## src/tph_pkg.sv

```systemverilog
// Shared types and constants for the timeline playhead block.
// No dependencies; used by tph_mod and timeline_playhead_with_cue_events.
package tph_pkg;

  localparam int TIME_W    = 22;             // playhead and cue times, 1/4096 s
  localparam int DELTA_W   = 16;
  localparam int SPEED_W   = 12;             // 8 fraction bits
  localparam int SPEED_FRAC = 8;
  localparam int PROD_W    = DELTA_W + SPEED_W;
  localparam int STEP_W    = PROD_W - SPEED_FRAC;
  localparam int SUM_W     = TIME_W + 1;     // playhead + step never overflows this
  localparam int SUM_CNT_W = $clog2(SUM_W);
  localparam int CUE_COUNT = 16;
  localparam int CUE_IDX_W = $clog2(CUE_COUNT);
  localparam int MASK_W    = 16;
  localparam int CFG_IDX_W = 3;

  typedef enum logic [2:0] {
    MODE_TICK   = 3'd0,
    MODE_PLAY   = 3'd1,
    MODE_PAUSE  = 3'd2,
    MODE_RESUME = 3'd3,
    MODE_STOP   = 3'd4,
    MODE_SEEK   = 3'd5,
    MODE_CUE    = 3'd6
  } mode_t;

  typedef enum logic [1:0] {
    WRAP_HOLD = 2'd0,
    WRAP_LOOP = 2'd1,
    WRAP_NONE = 2'd2
  } wrap_t;

  typedef enum logic [CFG_IDX_W-1:0] {
    CFG_DURATION = 3'd0,
    CFG_INIT     = 3'd1,
    CFG_SPEED    = 3'd2,
    CFG_WRAP     = 3'd3,
    CFG_EMIT     = 3'd4
  } cfg_reg_t;

  typedef enum logic [2:0] {
    ST_IDLE,
    ST_EXEC,
    ST_SUM,
    ST_MOD,
    ST_SCAN,
    ST_FINISH
  } state_t;

  typedef struct packed {
    logic [2:0]        mode;
    logic [DELTA_W-1:0] delta;
    logic [TIME_W-1:0] time_value;
    logic [3:0]        cue_index;
    logic              cue_enable;
    logic              reset_time;
  } item_t;

  typedef struct packed {
    logic [TIME_W-1:0] current_time;
    logic              playing;
    logic              paused;
    logic              wrapped;
    logic              finished;
    logic [MASK_W-1:0] fired_mask;
  } result_t;

  // handshake between sequencer and modulo unit
  typedef struct packed {
    logic start;
  } mod_ctl_t;

  typedef struct packed {
    logic busy;
    logic done;
  } mod_sts_t;

endpackage

```

## src/tph_mod.sv

```systemverilog
// Iterative restoring modulo unit: one quotient bit per cycle.
// Depends on tph_pkg.
module tph_mod (
  input  logic                        clk,
  input  logic                        rst,
  input  tph_pkg::mod_ctl_t           ctl,
  input  logic [tph_pkg::SUM_W-1:0]   dividend,
  input  logic [tph_pkg::TIME_W-1:0]  divisor,
  output tph_pkg::mod_sts_t           sts,
  output logic [tph_pkg::TIME_W-1:0]  remainder
);

  logic                          busy;
  logic                          done;
  logic [tph_pkg::SUM_CNT_W-1:0] cnt;
  logic [tph_pkg::SUM_W-1:0]     dvd;
  logic [tph_pkg::TIME_W-1:0]    dsr;
  logic [tph_pkg::TIME_W-1:0]    rem;
  logic [tph_pkg::SUM_W-1:0]     shifted;
  logic [tph_pkg::SUM_W-1:0]     diff;
  logic                          ge;
  logic                          last;

  // rem < dsr, so the shifted partial remainder fits SUM_W bits
  assign shifted = {rem, dvd[tph_pkg::SUM_W-1]};
  assign ge      = shifted >= {1'b0, dsr};
  assign diff    = shifted - {1'b0, dsr};
  assign last    = (cnt == tph_pkg::SUM_CNT_W'(tph_pkg::SUM_W - 1));

  always_ff @(posedge clk) begin
    if (rst) begin
      busy <= 1'b0;
      done <= 1'b0;
      cnt  <= '0;
    end else begin
      done <= busy && last;
      if (ctl.start) begin
        busy <= 1'b1;
        cnt  <= '0;
      end else if (busy) begin
        cnt <= cnt + 1'b1;
        if (last) begin
          busy <= 1'b0;
        end
      end
    end
  end

  always_ff @(posedge clk) begin
    if (ctl.start) begin
      dvd <= dividend;
      dsr <= divisor;
      rem <= '0;
    end else if (busy) begin
      dvd <= {dvd[tph_pkg::SUM_W-2:0], 1'b0};
      rem <= ge ? diff[tph_pkg::TIME_W-1:0] : shifted[tph_pkg::TIME_W-1:0];
    end
  end

  assign sts.busy  = busy;
  assign sts.done  = done;
  assign remainder = rem;

endmodule

```

## src/timeline_playhead_with_cue_events.sv

```systemverilog
// Timeline playhead: transport commands, speed-scaled ticks, wrap handling, cue firing.
// Play/pause/resume/stop/seek/cue write/idle tick pass through EXEC, then FINISH, to result.
// A moving tick passes EXEC and SUM, then the loop-mode modulo unit on a wrap, then the
// one-cue-per-cycle scan over all CUE_COUNT (16) entries when cues are enabled, then FINISH.
// One word in flight; item_stall stays high until the result is loaded into the output reg.
// rst (synchronous) clears flags, playhead, cue enables and fired marks; config to defaults.
module timeline_playhead_with_cue_events (
  input  logic                            clk,
  input  logic                            rst,
  // config write channel
  input  logic                            cfg_valid,
  output logic                            cfg_ready,
  input  logic [tph_pkg::CFG_IDX_W-1:0]   cfg_index,
  input  logic [tph_pkg::TIME_W-1:0]      cfg_data,
  // item channel
  input  logic                            item_valid,
  output logic                            item_stall,
  input  tph_pkg::item_t                  item,
  // result channel
  output logic                            result_valid,
  input  logic                            result_stall,
  output tph_pkg::result_t                result
);

  // ---------------- configuration ----------------
  logic [tph_pkg::TIME_W-1:0]  duration;
  logic [tph_pkg::TIME_W-1:0]  initial_time;
  logic [tph_pkg::SPEED_W-1:0] speed;
  logic [1:0]                  wrap_mode;
  logic                        emit_cues;

  assign cfg_ready = 1'b1;

  always_ff @(posedge clk) begin
    if (rst) begin
      duration     <= tph_pkg::TIME_W'(4096);
      initial_time <= '0;
      speed        <= tph_pkg::SPEED_W'(256);
      wrap_mode    <= tph_pkg::WRAP_HOLD;
      emit_cues    <= 1'b1;
    end else if (cfg_valid && cfg_ready) begin
      case (cfg_index)
        tph_pkg::CFG_DURATION: duration     <= cfg_data;
        tph_pkg::CFG_INIT:     initial_time <= cfg_data;
        tph_pkg::CFG_SPEED:    speed        <= cfg_data[tph_pkg::SPEED_W-1:0];
        tph_pkg::CFG_WRAP:     wrap_mode    <= cfg_data[1:0];
        tph_pkg::CFG_EMIT:     emit_cues    <= cfg_data[0];
        default: ;
      endcase
    end
  end

  // ---------------- state ----------------
  tph_pkg::state_t state, state_next;

  tph_pkg::item_t              item_r;      // latched word
  logic [tph_pkg::TIME_W-1:0]  playhead;
  logic                        run_flag;
  logic                        pause_flag;
  logic [tph_pkg::TIME_W-1:0]  prev_time;   // playhead before the tick
  logic [tph_pkg::STEP_W-1:0]  step;
  logic                        wrap_hit;    // this tick wrapped (loop mode)
  logic                        fin_hit;
  logic [tph_pkg::MASK_W-1:0]  mask;
  logic [tph_pkg::CUE_IDX_W-1:0] scan_idx;

  // cue table: written at one index, read at the scan index only
  logic [tph_pkg::TIME_W-1:0]    cue_time [tph_pkg::CUE_COUNT];
  logic [tph_pkg::CUE_COUNT-1:0] cue_enabled;
  logic [tph_pkg::CUE_COUNT-1:0] cue_fired;

  function automatic logic [tph_pkg::TIME_W-1:0] clamp_dur(
    input logic [tph_pkg::TIME_W-1:0] t,
    input logic [tph_pkg::TIME_W-1:0] d
  );
    return (t > d) ? d : t;
  endfunction

  // ---------------- datapath helpers ----------------
  logic [tph_pkg::PROD_W-1:0] prod;
  logic [tph_pkg::SUM_W-1:0]  sum;
  logic                       past_end;
  logic                       tick_live;
  logic                       last_cue;

  // step = floor(delta * speed / 256)
  assign prod      = tph_pkg::PROD_W'(item_r.delta) * tph_pkg::PROD_W'(speed);
  assign sum       = {1'b0, playhead} + tph_pkg::SUM_W'(step);
  assign past_end  = sum > {1'b0, duration};
  assign tick_live = run_flag && !pause_flag && (duration != '0);
  assign last_cue  = (scan_idx == tph_pkg::CUE_IDX_W'(tph_pkg::CUE_COUNT - 1));

  // cue window test for the entry under the scan pointer
  logic [tph_pkg::TIME_W-1:0] cue_c;
  logic                       cue_live;
  logic                       cue_fire;
  logic                       after_prev;
  logic                       upto_cur;

  assign cue_c      = clamp_dur(cue_time[scan_idx], duration);
  assign cue_live   = cue_enabled[scan_idx] && !cue_fired[scan_idx];
  assign after_prev = cue_c > prev_time;
  assign upto_cur   = cue_c <= playhead;
  // window split in two on a wrapped tick
  assign cue_fire   = cue_live && (wrap_hit ? (after_prev || upto_cur)
                                            : (after_prev && upto_cur));

  // ---------------- modulo unit ----------------
  tph_pkg::mod_ctl_t          mod_ctl;
  tph_pkg::mod_sts_t          mod_sts;
  logic [tph_pkg::TIME_W-1:0] mod_rem;

  assign mod_ctl.start = (state == tph_pkg::ST_SUM) && (step != '0) && past_end
                         && (wrap_mode == tph_pkg::WRAP_LOOP);

  tph_mod u_mod (
    .clk       (clk),
    .rst       (rst),
    .ctl       (mod_ctl),
    .dividend  (sum),
    .divisor   (duration),
    .sts       (mod_sts),
    .remainder (mod_rem)
  );

  // ---------------- sequencer ----------------
  logic out_load;

  assign item_stall = (state != tph_pkg::ST_IDLE);
  assign out_load   = (state == tph_pkg::ST_FINISH) && (!result_valid || !result_stall);

  always_ff @(posedge clk) begin
    if (rst) begin
      state <= tph_pkg::ST_IDLE;
    end else begin
      state <= state_next;
    end
  end

  always_comb begin
    state_next = state;
    case (state)
      tph_pkg::ST_IDLE: begin
        if (item_valid) begin
          state_next = tph_pkg::ST_EXEC;
        end
      end
      tph_pkg::ST_EXEC: begin
        if (item_r.mode == tph_pkg::MODE_TICK && tick_live) begin
          state_next = tph_pkg::ST_SUM;
        end else begin
          state_next = tph_pkg::ST_FINISH;
        end
      end
      tph_pkg::ST_SUM: begin
        if (step == '0) begin
          state_next = tph_pkg::ST_FINISH;
        end else if (past_end && wrap_mode == tph_pkg::WRAP_LOOP) begin
          state_next = tph_pkg::ST_MOD;
        end else if (past_end && wrap_mode == tph_pkg::WRAP_NONE) begin
          state_next = tph_pkg::ST_FINISH;
        end else if (emit_cues) begin
          state_next = tph_pkg::ST_SCAN;
        end else begin
          state_next = tph_pkg::ST_FINISH;
        end
      end
      tph_pkg::ST_MOD: begin
        if (mod_sts.done) begin
          state_next = emit_cues ? tph_pkg::ST_SCAN : tph_pkg::ST_FINISH;
        end
      end
      tph_pkg::ST_SCAN: begin
        if (last_cue) begin
          state_next = tph_pkg::ST_FINISH;
        end
      end
      tph_pkg::ST_FINISH: begin
        if (out_load) begin
          state_next = tph_pkg::ST_IDLE;
        end
      end
      default: state_next = tph_pkg::ST_IDLE;
    endcase
  end

  // control flags, playhead, cue enables and fired marks
  always_ff @(posedge clk) begin
    if (rst) begin
      playhead    <= '0;
      run_flag    <= 1'b0;
      pause_flag  <= 1'b0;
      cue_enabled <= '0;
      cue_fired   <= '0;
    end else begin
      case (state)
        tph_pkg::ST_EXEC: begin
          case (item_r.mode)
            tph_pkg::MODE_PLAY: begin
              if (playhead == '0 || playhead >= duration) begin
                playhead <= clamp_dur(initial_time, duration);
              end
              run_flag   <= 1'b1;
              pause_flag <= 1'b0;
              cue_fired  <= '0;
            end
            tph_pkg::MODE_PAUSE: begin
              if (run_flag) begin
                pause_flag <= 1'b1;
              end
            end
            tph_pkg::MODE_RESUME: begin
              if (run_flag) begin
                pause_flag <= 1'b0;
              end
            end
            tph_pkg::MODE_STOP: begin
              run_flag   <= 1'b0;
              pause_flag <= 1'b0;
              if (item_r.reset_time) begin
                playhead <= clamp_dur(initial_time, duration);
              end
            end
            tph_pkg::MODE_SEEK: begin
              playhead <= clamp_dur(item_r.time_value, duration);
            end
            tph_pkg::MODE_CUE: begin
              if (32'(item_r.cue_index) < tph_pkg::CUE_COUNT) begin
                cue_enabled[item_r.cue_index[tph_pkg::CUE_IDX_W-1:0]] <= item_r.cue_enable;
              end
            end
            default: ;
          endcase
        end
        tph_pkg::ST_SUM: begin
          if (step != '0) begin
            if (!past_end) begin
              playhead <= sum[tph_pkg::TIME_W-1:0];
            end else if (wrap_mode == tph_pkg::WRAP_NONE) begin
              playhead   <= duration;
              run_flag   <= 1'b0;
              pause_flag <= 1'b0;
            end else if (wrap_mode != tph_pkg::WRAP_LOOP) begin
              // hold, and the unused code behaves as hold
              playhead   <= duration;
              run_flag   <= 1'b0;
              pause_flag <= 1'b1;
            end
          end
        end
        tph_pkg::ST_MOD: begin
          if (mod_sts.done) begin
            playhead  <= mod_rem;
            cue_fired <= '0;
          end
        end
        tph_pkg::ST_SCAN: begin
          if (cue_fire) begin
            cue_fired[scan_idx] <= 1'b1;
          end
        end
        default: ;
      endcase
    end
  end

  // payload registers
  always_ff @(posedge clk) begin
    case (state)
      tph_pkg::ST_IDLE: begin
        item_r   <= item;
        wrap_hit <= 1'b0;
        fin_hit  <= 1'b0;
        mask     <= '0;
        scan_idx <= '0;
      end
      tph_pkg::ST_EXEC: begin
        step <= prod[tph_pkg::PROD_W-1:tph_pkg::SPEED_FRAC];
        if (item_r.mode == tph_pkg::MODE_CUE
            && 32'(item_r.cue_index) < tph_pkg::CUE_COUNT) begin
          cue_time[item_r.cue_index[tph_pkg::CUE_IDX_W-1:0]] <= item_r.time_value;
        end
      end
      tph_pkg::ST_SUM: begin
        prev_time <= playhead;
        if (step != '0 && past_end) begin
          wrap_hit <= (wrap_mode == tph_pkg::WRAP_LOOP);
          fin_hit  <= (wrap_mode == tph_pkg::WRAP_NONE);
        end
      end
      tph_pkg::ST_SCAN: begin
        scan_idx <= scan_idx + 1'b1;
        if (cue_fire && 32'(scan_idx) < tph_pkg::MASK_W) begin
          mask[scan_idx] <= 1'b1;
        end
      end
      default: ;
    endcase
  end

  // ---------------- output register ----------------
  always_ff @(posedge clk) begin
    if (rst) begin
      result_valid <= 1'b0;
    end else if (out_load) begin
      result_valid <= 1'b1;
    end else if (!result_stall) begin
      result_valid <= 1'b0;
    end
  end

  always_ff @(posedge clk) begin
    if (out_load) begin
      result.current_time <= playhead;
      result.playing      <= run_flag;
      result.paused       <= pause_flag;
      result.wrapped      <= wrap_hit;
      result.finished     <= fin_hit;
      result.fired_mask   <= mask;
    end
  end

  // ---------------- checks ----------------
  a_wrap_fin_excl: assert property (@(posedge clk) disable iff (rst)
    result_valid |-> !(result.wrapped && result.finished))
    else $error("wrapped and finished both set");

  a_fin_stopped: assert property (@(posedge clk) disable iff (rst)
    result_valid && result.finished |-> !result.playing && !result.paused && result.fired_mask == '0)
    else $error("finished tick left playback running or fired cues");

  a_wrap_playing: assert property (@(posedge clk) disable iff (rst)
    result_valid && result.wrapped |-> result.playing && !result.paused)
    else $error("wrapped tick stopped playback");

  a_mod_done_state: assert property (@(posedge clk) disable iff (rst)
    mod_sts.done |-> state == tph_pkg::ST_MOD)
    else $error("modulo unit finished outside its wait state");

endmodule
```

## config.mk

```make
export PLATFORM = sky130hd
export DESIGN_NAME = timeline_playhead_with_cue_events
export DESIGN_NICKNAME = d
export VERILOG_FILES = /design/src/tph_pkg.sv /design/src/tph_mod.sv /design/src/timeline_playhead_with_cue_events.sv
export SDC_FILE = /design/constraint.sdc
export NUM_CORES = 2
export LEC_CHECK = 0
export ABC_AREA = 1
export BUFFER_PORTS_ARGS = -buffer_cell sky130_fd_sc_hd__buf_2
export CORE_UTILIZATION = 36
export CTS_CLUSTER_SIZE = 20
export DETAILED_ROUTE_END_ITERATION = 8
export GPL_TIMING_DRIVEN = 0
export PLACE_DENSITY = 0.58
export SYNTH_ARGS = -nofsm -noshare
export SYNTH_HDL_FRONTEND = slang
export SYNTH_SLANG_ARGS = --single-unit
```

## constraint.sdc

```tcl
create_clock -name clk -period 10.8 [get_ports clk]
set_clock_uncertainty 0.05 [all_clocks]
set_input_delay 1.08 -clock clk [delete_from_list [all_inputs] [get_ports clk]]
set_output_delay 1.08 -clock clk [all_outputs]
set_load 0.005 [all_outputs]
```

======== After elaboration in Yosys (flattened, before gate mapping) ========
Memory sizes are Yosys's and may differ from the RTL's. A register that Yosys moved wholly into a read port is not among the register bits.
Index checks and enable logic that the tools add are counted.
W data, S select, Z words.
word-level totals
  bits in read-only memories .............. 0
  memories kept ........................... 1
  bits in latches ......................... 0
  bits in writable memories ............... 352
  input port bits ......................... 77
  register bits after elaboration ......... 346
  logic and storage cells ................. 216
cells by class
  reductions and logical operators ........ 52
  $add $sub $neg .......................... 4
  equality and inequality tests ........... 39
  multiplexer cells ....................... 69
  bitwise gates (word level) .............. 2
  multipliers ............................. 1
  shift operators ......................... 0
  magnitude comparators ................... 12
  divide/modulo/power cells ............... 0
memory list
  memory    words  bits a word  read ports  clocked after memory_dff  wr ports  RTL line                                 text
  cue_time  16     22           1           1                         1         timeline_playhead_with_cue_events.sv:68  logic [tph_pkg::TIME_W-1:0] cue_time [tph_pkg::CUE_COUNT];
operators by type and width
  kind                  count
  $mux W22              11
  $pmux W22 S3          2
  $gt A22 B22 Y1        4
  $mux W16              4
  $pmux W16 S3          1
  $mux W23              2
  $or A16 B16 Y16       2
  $pmux W16 S2          1
  $mul A16 B12 Y28      1
  $mux W1               27
  $add A22 B20 Y23      1
  $ge A23 B22 Y1        1
  $gt A23 B22 Y1        1
  $ge A22 B22 Y1        1
  $le A22 B22 Y1        1
  $logic_not A22 Y1     1
  $reduce_bool A22 Y1   1
  $sub A22 B22 Y22      1
  $mux W3               7
  $logic_not A20 Y1     1
  $reduce_bool A20 Y1   1
  $eq A3 B2 Y1 const B  6
  $eq A3 B3 Y1 const B  6
  $pmux W3 S6           1
  33 further kinds      94

======== Longest topological paths before layout ========
  depth after elaboration ................. 8
  depth in mapped cells ................... 37
  mapped depth without buffers ............ 33

======== By module ========
From an unflattened synthesis, not the netlist that was laid out.
second synthesis, totals
  cell total of the unflattened synthesis .. 4,545
  area total of the unflattened synthesis .. 41,672.5 µm²
by module, submodules not included
  module                             cells each  area each (µm²)  instances
  timeline_playhead_with_cue_events  3,895       36,998.0         1
  tph_mod                            650         4,674.5          1

======== Worst setup path before layout ========
No wires, ideal clock.
  kind .................................... register to register
  start ................................... register (tool-made name)
  end ..................................... register mask[0] (netlist name), enable pin
  path slack .............................. 5.143 ns
  data arrival time ....................... 5.196 ns
  cell stages (with the launch flop) ...... 23
  library setup time ...................... 0.411 ns
  period minus slack after synthesis ...... 5.657 ns
  path buffers ............................ 4
  path through ............................ dfxtp_1 -> buf_2 -> buf_2 -> buf_2 -> mux2i_1 -> o21ai_0 -> o211ai_1 -> nand2_1 -> ha_1 -> nand4_1 -> or3_1 -> o41ai_4 -> clkbuf_2 -> o21ai_0 -> ha_1 -> nand4_1 -> nor3_1 -> nand3_1 -> nand3_1 -> nand2_1 -> nand2_1 -> nand2_2 -> o21ai_0
RTL lines
  item                            RTL line                                  text
  end signal: assignment          timeline_playhead_with_cue_events.sv:274  mask <= '0;
  end signal: indexed assignment  timeline_playhead_with_cue_events.sv:294  mask[scan_idx] <= 1'b1;
  end: declaration                timeline_playhead_with_cue_events.sv:64   logic [tph_pkg::MASK_W-1:0] mask;

==> impl_metrics.yaml <==
global_route:
  grt_usage: 0.232
  grt_pass1_vias: 31979
  grt_antenna_before_repair: 18
  grt_overflow_total: 0
  grt_pass1_wl_um: 201000
  grt_max_degree: 33
pwr:
  clockPowerShare: 0.291
  leakage_nw: 20.2
  finalPower_mw: 9.98
  swShare: 0.390
  ir_drop_mv: 0.131
  seqPwrFrac: 0.354
  powerDensity_nw_per_um2: 211
  p_int_mw: 6.09
  pwr-share-comb: 0.355
  p_sw_mw: 3.89
floorplan:
  fp.dieW_um: 341
  core_area_um2: 114000
  die-area_um2: 117000
  num_rows: 124
  start_util: 0.363
  die_h_um: 341
  ios: 122
worst_setup_path:
  crit_arrival_ns: 7.55
  path_class: "register to register"
  rr_endpoint: "mask[6]"
  cp.required_ns: 11.02
  reg2reg_slack_ns: 3.47
  crit_end: "mask[6]"
  crit_path_end_kind: "register"
  reg2regPathDepth: 24
  cp-start-kind: "register"
  crit_fanout: 16
hold_path:
  hp-class: "register to register"
placement:
  place.gp.congestion: 0.937
  dp_hpwl_um: 102000
  pre_cts_ws_ns: 3.66
  portBuffers: 120
synthesis:
  yosysTopAreaCell: "edfxtp_1"
  synthCells: 4474
  syn_area_um2: 41500
  synthTopCellsByArea: "edfxtp_1, ha_1, nand2_1, dfxtp_1, fa_1"
  netlist.area_leader.share: 0.398
  seq_area_frac_synth: 0.471
  synth_cell_type_count: 58
  ys_ff_latch: 702
  synth_fp_nets: 4956
  synth_area_per_cell_um2: 9.27
  ys_warn_count: 0
route:
  wl_per_cell_um: 21.9
  vias: 32876
  drc: 0
  dr.pass1.iters: 6
  drt_iter0_drc: 2910
  viasPerCell: 5.24
  wirelength_um: 137000
  ant_nets: 0
sta:
  fin_hold_ws_ns: 0.395
  fin_crit_ns: 7.33
  worst_slew_pin_slew_ns: 1.19
  setup_ws_ns: 3.47
  slew_headroom: 0.206
  maxSlewViolCount: 0
  setup-tns-final_ns: 0
  setup_viol: 0
  timing.final.crit_share: 0.678
  grt_setup_unrepaired: "no"
  finalHoldViolations: 0
  achievable-frequency_mhz: 136
clock_tree:
  clockBufferDepth: 3
  cts_inserted_buffers: 81
  cts_sinks: 702
  clkTransAtPathRegs_ns: 0.06
  ctsHoldBuffers: 0
  cts_max_level: 3
  worstSkewPairLatency_ns: 0.67
  post_cts_resized: 0
  clock-root-buffer: "clkbuf_16"
  post-cts-setup-buffers: 0
  cts_tree: "done"
final_layout:
  drive_above_1_share: 0.0796
  area_growth_pct: 13.9
  layout.nets: 5174
status:
  outcome: "completed"
flow_run:
  maxCapViolations: 0
-- worst max-delay path: stages (launching register included) --
cell and delay, ns:
dfxtp_1 0.30, buf_2 0.22, clkinv_1 0.25, clkbuf_1 0.53, clkbuf_1 0.66, o211ai_1 0.23
nand3_1 0.12, nand2_1 0.21, ha_1 0.35, nand4_1 0.22, a21oi_1 0.08, a2111oi_0 0.46
nand3_1 0.22, o41ai_4 0.14, clkbuf_2 0.34, o21ai_0 0.22, ha_1 0.41, nand4_1 0.14
nor3_1 0.48, nand3_1 0.15, nand3_1 0.11, nand2_1 0.07, nand2_1 0.13, nand2_2 0.10
o21ai_2 0.70
-- sequential cells by signal, summed over array words and instances (netlist names), 2 cells and up, named ones only --
signal / flops
duration: 22
speed: 12
cue_fired: 16
prev_time: 22
state: 3
cue_enabled: 16
playhead: 22
mask: 16
u_mod.dvd: 23
cue_time: 352
wrap_mode: 2
u_mod.remainder: 22
scan_idx: 4
initial_time: 22
step: 20
item_r: 47
u_mod.cnt: 5
u_mod.dsr: 22
result: 42
-- cells in the final DEF (no fill, tap or decap), types with 7 or more instances in the layout --
cell type / instances
buf_4: 11
nand2_1: 855
xnor2_1: 13
nand3b_1: 7
dfxtp_1: 152
nand2_2: 9
buf_12: 9
nor2_4: 21
clkinv_2: 9
o211ai_1: 98
nand4_1: 49
bufinv_16: 9
o21bai_1: 11
edfxtp_1: 550
nand3_1: 275
a21o_1: 10
inv_1: 701
ha_1: 264
clkbuf_1: 138
buf_2: 152
xor2_1: 34
a21oi_1: 352
clkbuf_16: 83
o21ai_1: 18
clkinv_1: 13
nor3_1: 21
nor4_1: 22
o21a_1: 16
a31oi_1: 8
nor2_1: 209
inv_2: 10
nand3_2: 7
buf_1: 11
o21ai_0: 305
fa_1: 141
mux2i_1: 88
-- layer usage --
| layer | global-route usage | vias up | share of wire |
|---|---|---|---|
| met3 | 0.0388 | 235 | 0.074 |
| met2 | 0.372 | 1166 | 0.45 |
| met4 | 0.0805 | 16 | 0.033 |
| li1 | - | 15470 | - |
| met1 | 0.315 | 15989 | 0.44 |
| met5 | 0 | - | 0.00071 |
-- through the flow --
stage / area, um^2 / utilization / std cells
after floorplan: 41500 / - / 4474
after global placement: 44000 / 0.385 / 6106
after detailed placement: 44400 / 0.389 / 6121
after CTS: 47300 / 0.413 / 6271
after global routing: 47300 / 0.413 / 6271
final: 47300 / 0.413 / 6273
-- kinds of logic (layout without fill, tap and decap cells) --
logic type | count (synthesis) | in the layout | synth area share
AO/OA/AOI/OAI | 835 | 835 | 0.111
XOR/XNOR | 47 | 47 | 0.00992
adder cells (fa/ha/maj) | 405 | 405 | 0.148
buffers and inverters | 898 | 1183 | 0.0838
flip-flops | 702 | 702 | 0.471
multiplexers | 88 | 88 | 0.0212
other | 1 | 3 | 0.0000904
AND/OR/NAND/NOR | 1498 | 1498 | 0.155
-- cell type report --
| type | count | area, um^2 |
|---|---|---|
| multi-input cells | 2874 | 18600 |
| flip-flops and latches | 702 | 19600 |
| repair buffers | 135 | 946 |
| well taps | 1512 | 1890 |
| plain buffers | 185 | 803 |
| clock buffers | 103 | 2210 |
| inverters | 713 | 2680 |
| clock inverters | 47 | 617 |
| fillers | 11222 | 67100 |
| diodes | 2 | 5.00 |
-- worst min-delay path by stage --
| stage | slack, ns | depth (start not counted) | from | end |
|---|---|---|---|---|
| final | 0.40 | 2 | cue_fired[0] | cue_fired[0] |
| after global routing | 0.41 | 0 | duration[20] | u_mod.dsr[20] |
| after CTS | 0.40 | 2 | cue_fired[11] | cue_fired[11] |
| after detailed placement | 0.39 | 0 | duration[20] | u_mod.dsr[20] |
| after global placement | 0.38 | 2 | cue_fired[11] | cue_fired[11] |
| after floorplan | 0.35 | 0 | fin_hit | result[16] |
-- power by group through the flow --
stage               logic [mW]  clock network [mW]  registers (mW)
CTS                       3.51                2.94            3.53
global placement          3.42                   0            3.59
floorplan                 2.41                   0            3.42
detailed placement        3.49                   0            3.59
finish                    3.54                2.91            3.53
global route              3.94                3.04            3.55
-- synthesized netlist by cell type, drive strengths merged --
master,instances
or2,3
xnor2,13
o311a,1
mux2i,88
nand2,866
edfxtp,550
nor4b,1
a21oi,354
a31o,1
fa,141
o22ai,2
o21bai,11
ha,264
nand3,283
a21o,10
xor2,34
or3,1
nor3,22
o221ai,2
nand4,50
o21ai,325
and3,2
inv,711
conb,1
o41ai,1
nand3b,7
clkbuf,128
a211oi,3
dfxtp,152
and2,3
clkinv,2
a2111oi,1
o21a,16
a31oi,8
nor2,236
nor4,24
buf,57
o211ai,98
a221oi,1
a211o,1
Note: power is estimated with default switching activity, not from simulation.
